`src/hw/rtl/slid_pkg.sv`:
```
// slid_pkg: codes, types and controller/datapath interface structs
// for the sorted list insert/delete block; no dependencies
package slid_pkg;

  localparam int VALUE_W = 32;
  localparam int COUNT_W = 5;

  // requested action
  typedef enum logic [1:0] {
    ACT_INSERT = 2'd0,
    ACT_DELETE = 2'd1,
    ACT_READ   = 2'd2,
    ACT_NONE   = 2'd3
  } action_e;

  // result status
  typedef enum logic [1:0] {
    ST_OK        = 2'd0,
    ST_FULL      = 2'd1,
    ST_NOT_FOUND = 2'd2,
    ST_EMPTY     = 2'd3
  } status_e;

  // datapath store operation
  typedef enum logic [1:0] {
    OP_HOLD   = 2'd0,
    OP_INSERT = 2'd1,
    OP_DELETE = 2'd2,
    OP_ROTATE = 2'd3
  } op_e;

  // controller to datapath
  typedef struct packed {
    logic    load;
    op_e     op;
    logic    emit;
    status_e status;
    logic    last;
    logic    show;
  } ctl_cmd_t;

  // datapath to controller
  typedef struct packed {
    logic empty;
    logic full;
    logic found;
    logic rd_last;
  } dp_stat_t;

endpackage

```
`src/hw/rtl/sorted_list_insert_delete.sv`:
```
// sorted_list_insert_delete: top level of the sorted store
// depends on slid_pkg, slid_ctrl and slid_dp
//
//   channel   handshake          fields
//   command   start_i / busy_o   action_i, value_i
//   result    done_o (strobe)    status_o, entry_value_o, last_o, entry_count_o
//
// for insert, delete, other actions and a readout of an empty store, the
// accept cycle captures the parallel compare of all cells, the next cycle
// shifts the row for a successful insert or delete; a readout of a non-empty
// store emits one entry a cycle as the occupied cells rotate past cell 0
// each result shows in the cycle after its work cycle; reset clears the entry
// and readout counts, the state and done_o; cells stay undefined until written
// results cannot be stalled: done_o is high for exactly one cycle per result
module sorted_list_insert_delete #(
  parameter int DEPTH = 16
) (
  input  logic               clk_i,
  input  logic               rst_ni,
  input  logic               start_i,
  output logic               busy_o,
  input  logic [1:0]         action_i,
  input  logic signed [31:0] value_i,
  output logic               done_o,
  output logic [1:0]         status_o,
  output logic signed [31:0] entry_value_o,
  output logic               last_o,
  output logic [4:0]         entry_count_o
);
  import slid_pkg::*;

  ctl_cmd_t cmd;
  dp_stat_t stat;

  // sequencing
  slid_ctrl u_ctrl (
    .clk_i    (clk_i),
    .rst_ni   (rst_ni),
    .start_i  (start_i),
    .action_i (action_i),
    .stat_i   (stat),
    .busy_o   (busy_o),
    .cmd_o    (cmd)
  );

  // cells and result registers
  slid_dp #(
    .DEPTH (DEPTH)
  ) u_dp (
    .clk_i         (clk_i),
    .rst_ni        (rst_ni),
    .action_i      (action_i),
    .value_i       (value_i),
    .cmd_i         (cmd),
    .stat_o        (stat),
    .done_o        (done_o),
    .status_o      (status_o),
    .entry_value_o (entry_value_o),
    .last_o        (last_o),
    .entry_count_o (entry_count_o)
  );

`ifndef SYNTH
  // an accepted word always raises busy_o in the following cycle
  a_busy_after_start: assert property (@(posedge clk_i) disable iff (!rst_ni)
    start_i && !busy_o |=> busy_o)
    else $error("busy not raised after accepted word");

  // going idle always coincides with the final result of the word
  a_idle_with_last: assert property (@(posedge clk_i) disable iff (!rst_ni)
    $fell(busy_o) |-> done_o && last_o)
    else $error("block went idle without a final result");

  // refused or failed operations give a single result
  a_error_is_last: assert property (@(posedge clk_i) disable iff (!rst_ni)
    done_o && (status_o != ST_OK) |-> last_o && (entry_value_o == '0))
    else $error("error result not single or carries an entry");

  // no result while an idle block has seen no word
  a_no_stray_result: assert property (@(posedge clk_i) disable iff (!rst_ni)
    !busy_o && !start_i |=> !busy_o && (done_o == $past(busy_o)))
    else $error("result strobe without pending work");
`endif

endmodule

```
`src/hw/rtl/slid_ctrl.sv`:
```
// slid_ctrl: sequencing state machine for the sorted list block
// depends on slid_pkg (command and status structs, codes)
module slid_ctrl (
  input  logic               clk_i,
  input  logic               rst_ni,
  input  logic               start_i,
  input  logic [1:0]         action_i,
  input  slid_pkg::dp_stat_t stat_i,
  output logic               busy_o,
  output slid_pkg::ctl_cmd_t cmd_o
);
  import slid_pkg::*;

  localparam logic [1:0] S_IDLE = 2'd0;
  localparam logic [1:0] S_EXEC = 2'd1;
  localparam logic [1:0] S_READ = 2'd2;

  logic [1:0] state_q, state_d;
  action_e    act_q, act_d;
  logic       accept;

  assign busy_o = (state_q != S_IDLE);
  assign accept = start_i && (state_q == S_IDLE);

  // next state and command decode
  always_comb begin
    state_d    = state_q;
    act_d      = act_q;
    cmd_o      = '0;
    cmd_o.op   = OP_HOLD;
    cmd_o.status = ST_OK;
    unique case (state_q)
      S_IDLE: begin
        if (start_i) begin
          cmd_o.load = 1'b1;
          act_d      = action_e'(action_i);
          if (action_e'(action_i) == ACT_READ && !stat_i.empty) begin
            state_d = S_READ;
          end else begin
            state_d = S_EXEC;
          end
        end
      end
      S_EXEC: begin
        cmd_o.emit = 1'b1;
        cmd_o.last = 1'b1;
        state_d    = S_IDLE;
        unique case (act_q)
          ACT_INSERT: begin
            if (stat_i.full) begin
              cmd_o.status = ST_FULL;
            end else begin
              cmd_o.op = OP_INSERT;
            end
          end
          ACT_DELETE: begin
            if (stat_i.empty) begin
              cmd_o.status = ST_EMPTY;
            end else if (!stat_i.found) begin
              cmd_o.status = ST_NOT_FOUND;
            end else begin
              cmd_o.op = OP_DELETE;
            end
          end
          // readout only lands here on an empty store
          ACT_READ: cmd_o.status = ST_EMPTY;
          ACT_NONE: cmd_o.status = ST_OK;
        endcase
      end
      S_READ: begin
        cmd_o.op   = OP_ROTATE;
        cmd_o.emit = 1'b1;
        cmd_o.show = 1'b1;
        cmd_o.last = stat_i.rd_last;
        if (stat_i.rd_last) begin
          state_d = S_IDLE;
        end
      end
      default: state_d = S_IDLE;
    endcase
  end

  // state register
  always_ff @(posedge clk_i or negedge rst_ni) begin
    if (!rst_ni) begin
      state_q <= S_IDLE;
      act_q   <= ACT_NONE;
    end else begin
      state_q <= state_d;
      if (accept) begin
        act_q <= act_d;
      end
    end
  end

endmodule

```
`src/hw/rtl/slid_dp.sv`:
```
// slid_dp: row of sorted cells with parallel compare, shift and rotate,
// entry counter, readout counter and result registers; depends on slid_pkg
module slid_dp #(
  parameter int DEPTH = 16
) (
  input  logic                          clk_i,
  input  logic                          rst_ni,
  input  logic [1:0]                    action_i,
  input  logic signed [31:0]            value_i,
  input  slid_pkg::ctl_cmd_t            cmd_i,
  output slid_pkg::dp_stat_t            stat_o,
  output logic                          done_o,
  output logic [1:0]                    status_o,
  output logic signed [31:0]            entry_value_o,
  output logic                          last_o,
  output logic [4:0]                    entry_count_o
);
  import slid_pkg::*;

  localparam int CW = $clog2(DEPTH + 1);
  localparam int IW = $clog2(DEPTH);

  logic signed [VALUE_W-1:0] entries_q [DEPTH];
  logic signed [VALUE_W-1:0] entry_d   [DEPTH];
  logic signed [VALUE_W-1:0] value_q;
  logic [DEPTH-1:0]          gt, eq, pre_eq, shift_q;
  logic                      found_q;
  logic [CW-1:0]             count_q, count_d;
  logic [IW-1:0]             rd_idx_q;

  logic                      done_q, last_q;
  status_e                   status_q;
  logic signed [VALUE_W-1:0] out_value_q;
  logic [COUNT_W-1:0]        out_count_q;

  // per-cell compare against the incoming word and per-cell next value
  for (genvar g = 0; g < DEPTH; g++) begin : g_cell
    localparam logic [CW-1:0] IDX  = CW'(g);
    localparam logic [CW-1:0] IDX1 = CW'(g + 1);
    logic                      valid;
    logic                      prev_shift;
    logic signed [VALUE_W-1:0] prev_val, next_val;

    assign valid     = (IDX < count_q);
    // cells past the end count as greater, so the insert point is found
    assign gt[g]     = !valid || (entries_q[g] > value_i);
    assign eq[g]     = valid && (entries_q[g] == value_i);
    assign pre_eq[g] = |eq[g:0];

    if (g == 0) begin : g_first
      assign prev_shift = 1'b0;
      assign prev_val   = value_q;
    end else begin : g_mid
      assign prev_shift = shift_q[g-1];
      assign prev_val   = entries_q[g-1];
    end
    if (g == DEPTH - 1) begin : g_end
      assign next_val = entries_q[g];
    end else begin : g_body
      assign next_val = entries_q[g+1];
    end

    always_comb begin
      entry_d[g] = entries_q[g];
      unique case (cmd_i.op)
        OP_INSERT: begin
          if (shift_q[g]) begin
            entry_d[g] = prev_shift ? prev_val : value_q;
          end
        end
        OP_DELETE: begin
          if (shift_q[g]) begin
            entry_d[g] = next_val;
          end
        end
        // rotate the occupied part left by one
        OP_ROTATE: begin
          if (IDX1 < count_q) begin
            entry_d[g] = next_val;
          end else if (IDX1 == count_q) begin
            entry_d[g] = entries_q[0];
          end
        end
        OP_HOLD: entry_d[g] = entries_q[g];
      endcase
    end
  end

  // cell storage, undefined until written
  always_ff @(posedge clk_i) begin
    entries_q <= entry_d;
  end

  // operand and compare flags captured with the command word
  always_ff @(posedge clk_i) begin
    if (cmd_i.load) begin
      value_q <= value_i;
      shift_q <= (action_e'(action_i) == ACT_DELETE) ? pre_eq : gt;
      found_q <= |eq;
    end
  end

  // entry count
  always_comb begin
    count_d = count_q;
    unique case (cmd_i.op)
      OP_INSERT: count_d = count_q + CW'(1);
      OP_DELETE: count_d = count_q - CW'(1);
      OP_ROTATE: count_d = count_q;
      OP_HOLD:   count_d = count_q;
    endcase
  end

  always_ff @(posedge clk_i or negedge rst_ni) begin
    if (!rst_ni) begin
      count_q  <= '0;
      rd_idx_q <= '0;
    end else begin
      count_q <= count_d;
      if (cmd_i.load) begin
        rd_idx_q <= '0;
      end else if (cmd_i.op == OP_ROTATE) begin
        rd_idx_q <= rd_idx_q + IW'(1);
      end
    end
  end

  // status back to the controller
  assign stat_o.empty   = (count_q == '0);
  assign stat_o.full    = (count_q == CW'(DEPTH));
  assign stat_o.found   = found_q;
  assign stat_o.rd_last = (CW'(rd_idx_q) == count_q - CW'(1));

  // result registers
  always_ff @(posedge clk_i or negedge rst_ni) begin
    if (!rst_ni) begin
      done_q <= 1'b0;
    end else begin
      done_q <= cmd_i.emit;
    end
  end

  always_ff @(posedge clk_i) begin
    if (cmd_i.emit) begin
      status_q    <= cmd_i.status;
      last_q      <= cmd_i.last;
      out_value_q <= cmd_i.show ? entries_q[0] : '0;
      out_count_q <= COUNT_W'(count_d);
    end
  end

  assign done_o        = done_q;
  assign status_o      = status_q;
  assign entry_value_o = out_value_q;
  assign last_o        = last_q;
  assign entry_count_o = out_count_q;

endmodule
```
`config.mk`:
```
export PLATFORM = sky130hd
export DESIGN_NAME = sorted_list_insert_delete
export DESIGN_NICKNAME = d
export VERILOG_FILES = /design/src/hw/rtl/slid_pkg.sv /design/src/hw/rtl/sorted_list_insert_delete.sv /design/src/hw/rtl/slid_ctrl.sv /design/src/hw/rtl/slid_dp.sv
export SDC_FILE = /design/constraint.sdc
export NUM_CORES = 2
export LEC_CHECK = 0
export ABC_AREA = 1
export BUFFER_PORTS_ARGS = -buffer_cell sky130_fd_sc_hd__buf_2
export CORE_MARGIN = 3
export CORE_UTILIZATION = 35
export CTS_BUF_LIST = sky130_fd_sc_hd__clkbuf_4
export CTS_CLUSTER_DIAMETER = 150
export DETAILED_ROUTE_END_ITERATION = 10
export GPL_ROUTABILITY_DRIVEN = 0
export GPL_TIMING_DRIVEN = 0
export PLACE_DENSITY_LB_ADDON = 0.05
export SLEW_MARGIN = 0
export SYNTH_ARGS = -nofsm -noshare
export SYNTH_HDL_FRONTEND = slang
export SYNTH_SLANG_ARGS = --single-unit
export TNS_END_PERCENT = 10
```
`constraint.sdc`:
```
create_clock -name clk_i -period 7.09 [get_ports clk_i]
set_input_delay 1.418 -clock clk_i [delete_from_list [all_inputs] [get_ports clk_i]]
set_output_delay 1.418 -clock clk_i [all_outputs]
set_load 0.005 [all_outputs]
```
==> metrics <==
outcome finished clean; number of synthesized register bits 615; share of layout cells above drive strength 1 0.0948; DRC viols 0; Hold Buf Count CTS 0; IO Port Bufs 78; vias in the first global route 41700; Finished Cell Area 51100 um^2; post-CTS sizing 0; initial core utilization 0.355; CP Capture Type flop; TritonRoute pass-1 iters 5; nets 6228; Post-synth EDFFs 601; Ys Warns 0; mapped cell area 45500 um^2; Die Y 367 um; final setup violating endpoints 0; min cycle time layout 6.80 ns; core area 128000 um^2; Worst Hold Class input port to async pin; Syn Nets 5924; 1st-iter DRT viols 4872; Flop pwr share 0.339; placed cell areas 48700 um^2; Peak VDD IR 183 uV; final WL 201000 um; unrepaired setup endpoints after global routing false; first-pass GRT wire length 282000 um; largest net degree at the start of global routing 40; Pint 10700 uW; Fin Clk Skew 0.0550 ns; multi-input logic area 23100 um^2; clock buffer count from CTS 193; Most used DFF post-synth edfxtp_1; Hold Vio Cnt, Final 0; Max FO, Critical Path 12; CTS H-tree lvls 4; Slew Viols, Final 0; vias 43000; sequential cell area 18400 um^2; Slew @ Worst Pin 1.39 ns; max_cap viols 0; Fmax achieved 0.147 GHz; routed len/inst 26.6 um; Sw Ratio 0.464; FF-to-FF End u_dp.g_cell[11].prev_val[1]; clock sinks 615; Area Overhead vs Synth 12.2%; setup_tns 0 ns; Worst EP arrival 7.68 ns; FF-to-FF Start u_dp.count_q[0]; Fin Hold WS 0.137 ns; Tcrit/Tclk final 0.959; CP Launch Type flop; GRT Util Overall 0.289; Max Root-Sink Buffers 3; placed insts 7199; Pwr Density 389 nW/um^2; Via density 5.70; Gate power share 0.476; Net Sw Power 9230 uW; post-synthesis cell count 5361; Layout Cells excl Fill 7541; CP Data Required Time 7.97 ns; Site Rows 131; CTS clock-pin slew for the worst setup and hold paths 0.07 ns; Final HPWL DP 168000 um; Syn Area/Cell 8.49 um^2; Die ar. 134000 um^2; Slew HR 0.0680; initial antenna violation count 5; Fill cells 13500; Post-CTS Setup Repair Bufs 0; clk root buf clkbuf_4; Leak Pwr 0.0217 uW; WS Path Type flop to flop; Reg2Reg Depth 16; Yosys cell types 48; asr flop ratio synth 0.0228; total gr overflow 0; I/O pin total 79; CTS tree built; clock network fraction of design power 0.186; Worst R2R Setup Slack 0.29 ns; Seq/Total Area, Yosys 0.404; post-route ant nets 0; Die W 367 um; clk_lat worst skew 1.20 ns
[routing by layer]
| layer | GRT usage | up-vias | part of all wire |
|---|---|---|---|
| li1 | - | 20000 | - |
| met1 | 0.391 | 20700 | 0.43 |
| met2 | 0.450 | 1889 | 0.44 |
| met3 | 0.0642 | 336 | 0.092 |
| met4 | 0.109 | 0 | 0.036 |
| met5 | 0 | - | 0 |
[kinds of logic after synthesis]
kind of cell,Yosys count,share of synthesized area
adder cells (fa/ha/maj),526,0.145
AND/OR/NAND/NOR,1231,0.109
AO/OA/AOI/OAI,1905,0.250
flip-flops,615,0.404
XOR/XNOR,4,0.000770
buffers and inverters,1080,0.0920
[how the worst max path moves through the flow]
stage / startpoint / endpoint / slack, ns / cells past startpoint
3_5_place_dp: u_dp.count_q[0] / u_dp.g_cell[11].prev_val[7] / 0.78 / 16
5_1_grt: u_dp.count_q[0] / u_dp.g_cell[11].prev_val[1] / 0.35 / 16
2_1_floorplan: u_ctrl.state_q[0] / u_dp.g_cell[1].prev_val[0] / 1.13 / 10
6_report: u_dp.count_q[0] / u_dp.g_cell[11].prev_val[1] / 0.29 / 16
4_1_cts: u_dp.count_q[0] / u_dp.g_cell[11].prev_val[7] / 0.77 / 16
3_3_place_gp: u_dp.count_q[0] / u_dp.g_cell[14].next_val[7] / -3.16 / 15
[power groups by stage]
stage          clock, uW  combinational [uW]  sequential, uW
2_1_floorplan          0                5770            6500
3_3_place_gp           0                8820            6910
3_5_place_dp           0                9270            6770
4_1_cts             3810                9320            6700
5_1_grt             4000               10400            6830
6_report            3690                9460            6740
[sequential cells by signal, summed over array words and instances, names as in the netlist]
register,cells
u_dp.entry_count_o,5
u_ctrl.state_q,2
u_dp.count_q,5
u_dp.rd_idx_q,4
u_dp.g_cell.next_val,416
u_ctrl.act_q,2
u_dp.found_q,1
u_dp.entry_value_o,32
u_dp.last_o,1
u_dp.status_o,2
u_dp.shift_q,16
u_dp.done_o,1
u_dp.g_cell.prev_val,128
[cells in the final DEF (no fill, tap or decap), drive strengths merged, types with 202 or more instances in the layout]
cell    instances
a21oi         726
buf           202
inv           749
o21ai         647
ha            526
o221ai        383
edfxtp        601
nand2         810
nor2          275
clkbuf        536
[worst max-delay path, stage by stage (launching register included)]
cell      delay, ns
dfrtp_1        0.43
buf_2          0.26
inv_2          0.25
ha_1           0.19
inv_1          0.05
nor2_1         0.77
nand2_1        0.30
nand3_1        0.18
a21oi_1        0.11
ha_1           0.27
buf_2          0.28
inv_1          0.51
clkbuf_1       0.68
buf_1          0.82
a211oi_1       0.26
nor3_2         0.86
buf_6          0.27
[through the flow]
| stage | util | worst slack, ns | power, uW |
|---|---|---|---|
| after floorplan | - | 1.13 | 12300 |
| after global placement | 0.375 | -3.16 | 15700 |
| after detailed placement | 0.379 | 0.783 | 16000 |
| after CTS | 0.398 | 0.773 | 19800 |
| after global routing | 0.398 | 0.353 | 21200 |
| final | 0.398 | 0.288 | 19900 |
[cells in the mapped netlist (37+ instances only)]
| cell | number | area [um^2] |
|---|---|---|
| a21oi_1 | 723 | 3620 |
| buf_2 | 64 | 320 |
| clkbuf_1 | 242 | 908 |
| edfxtp_1 | 601 | 18000 |
| ha_1 | 526 | 6580 |
| inv_1 | 726 | 2730 |
| nand2_1 | 800 | 3000 |
| nand3_1 | 83 | 415 |
| nor2_1 | 267 | 1000 |
| o211ai_1 | 63 | 473 |
| o21a_1 | 39 | 293 |
| o21ai_0 | 610 | 3050 |
| o21ai_1 | 37 | 185 |
| o221ai_1 | 383 | 3350 |
[final cells by class]
type	count	area share
Inverter	745	0.0549
Buffer	335	0.0271
Multi-Input combinational cell	3666	0.452
Sequential cell	615	0.360
Clock inverter	37	0.00343
Clock buffer	294	0.0432
Tap cell	1729	0.0423
Antenna cell	11	0.000539
Timing Repair Buffer	109	0.0161
Note: power is estimated with default switching activity, not from simulation.
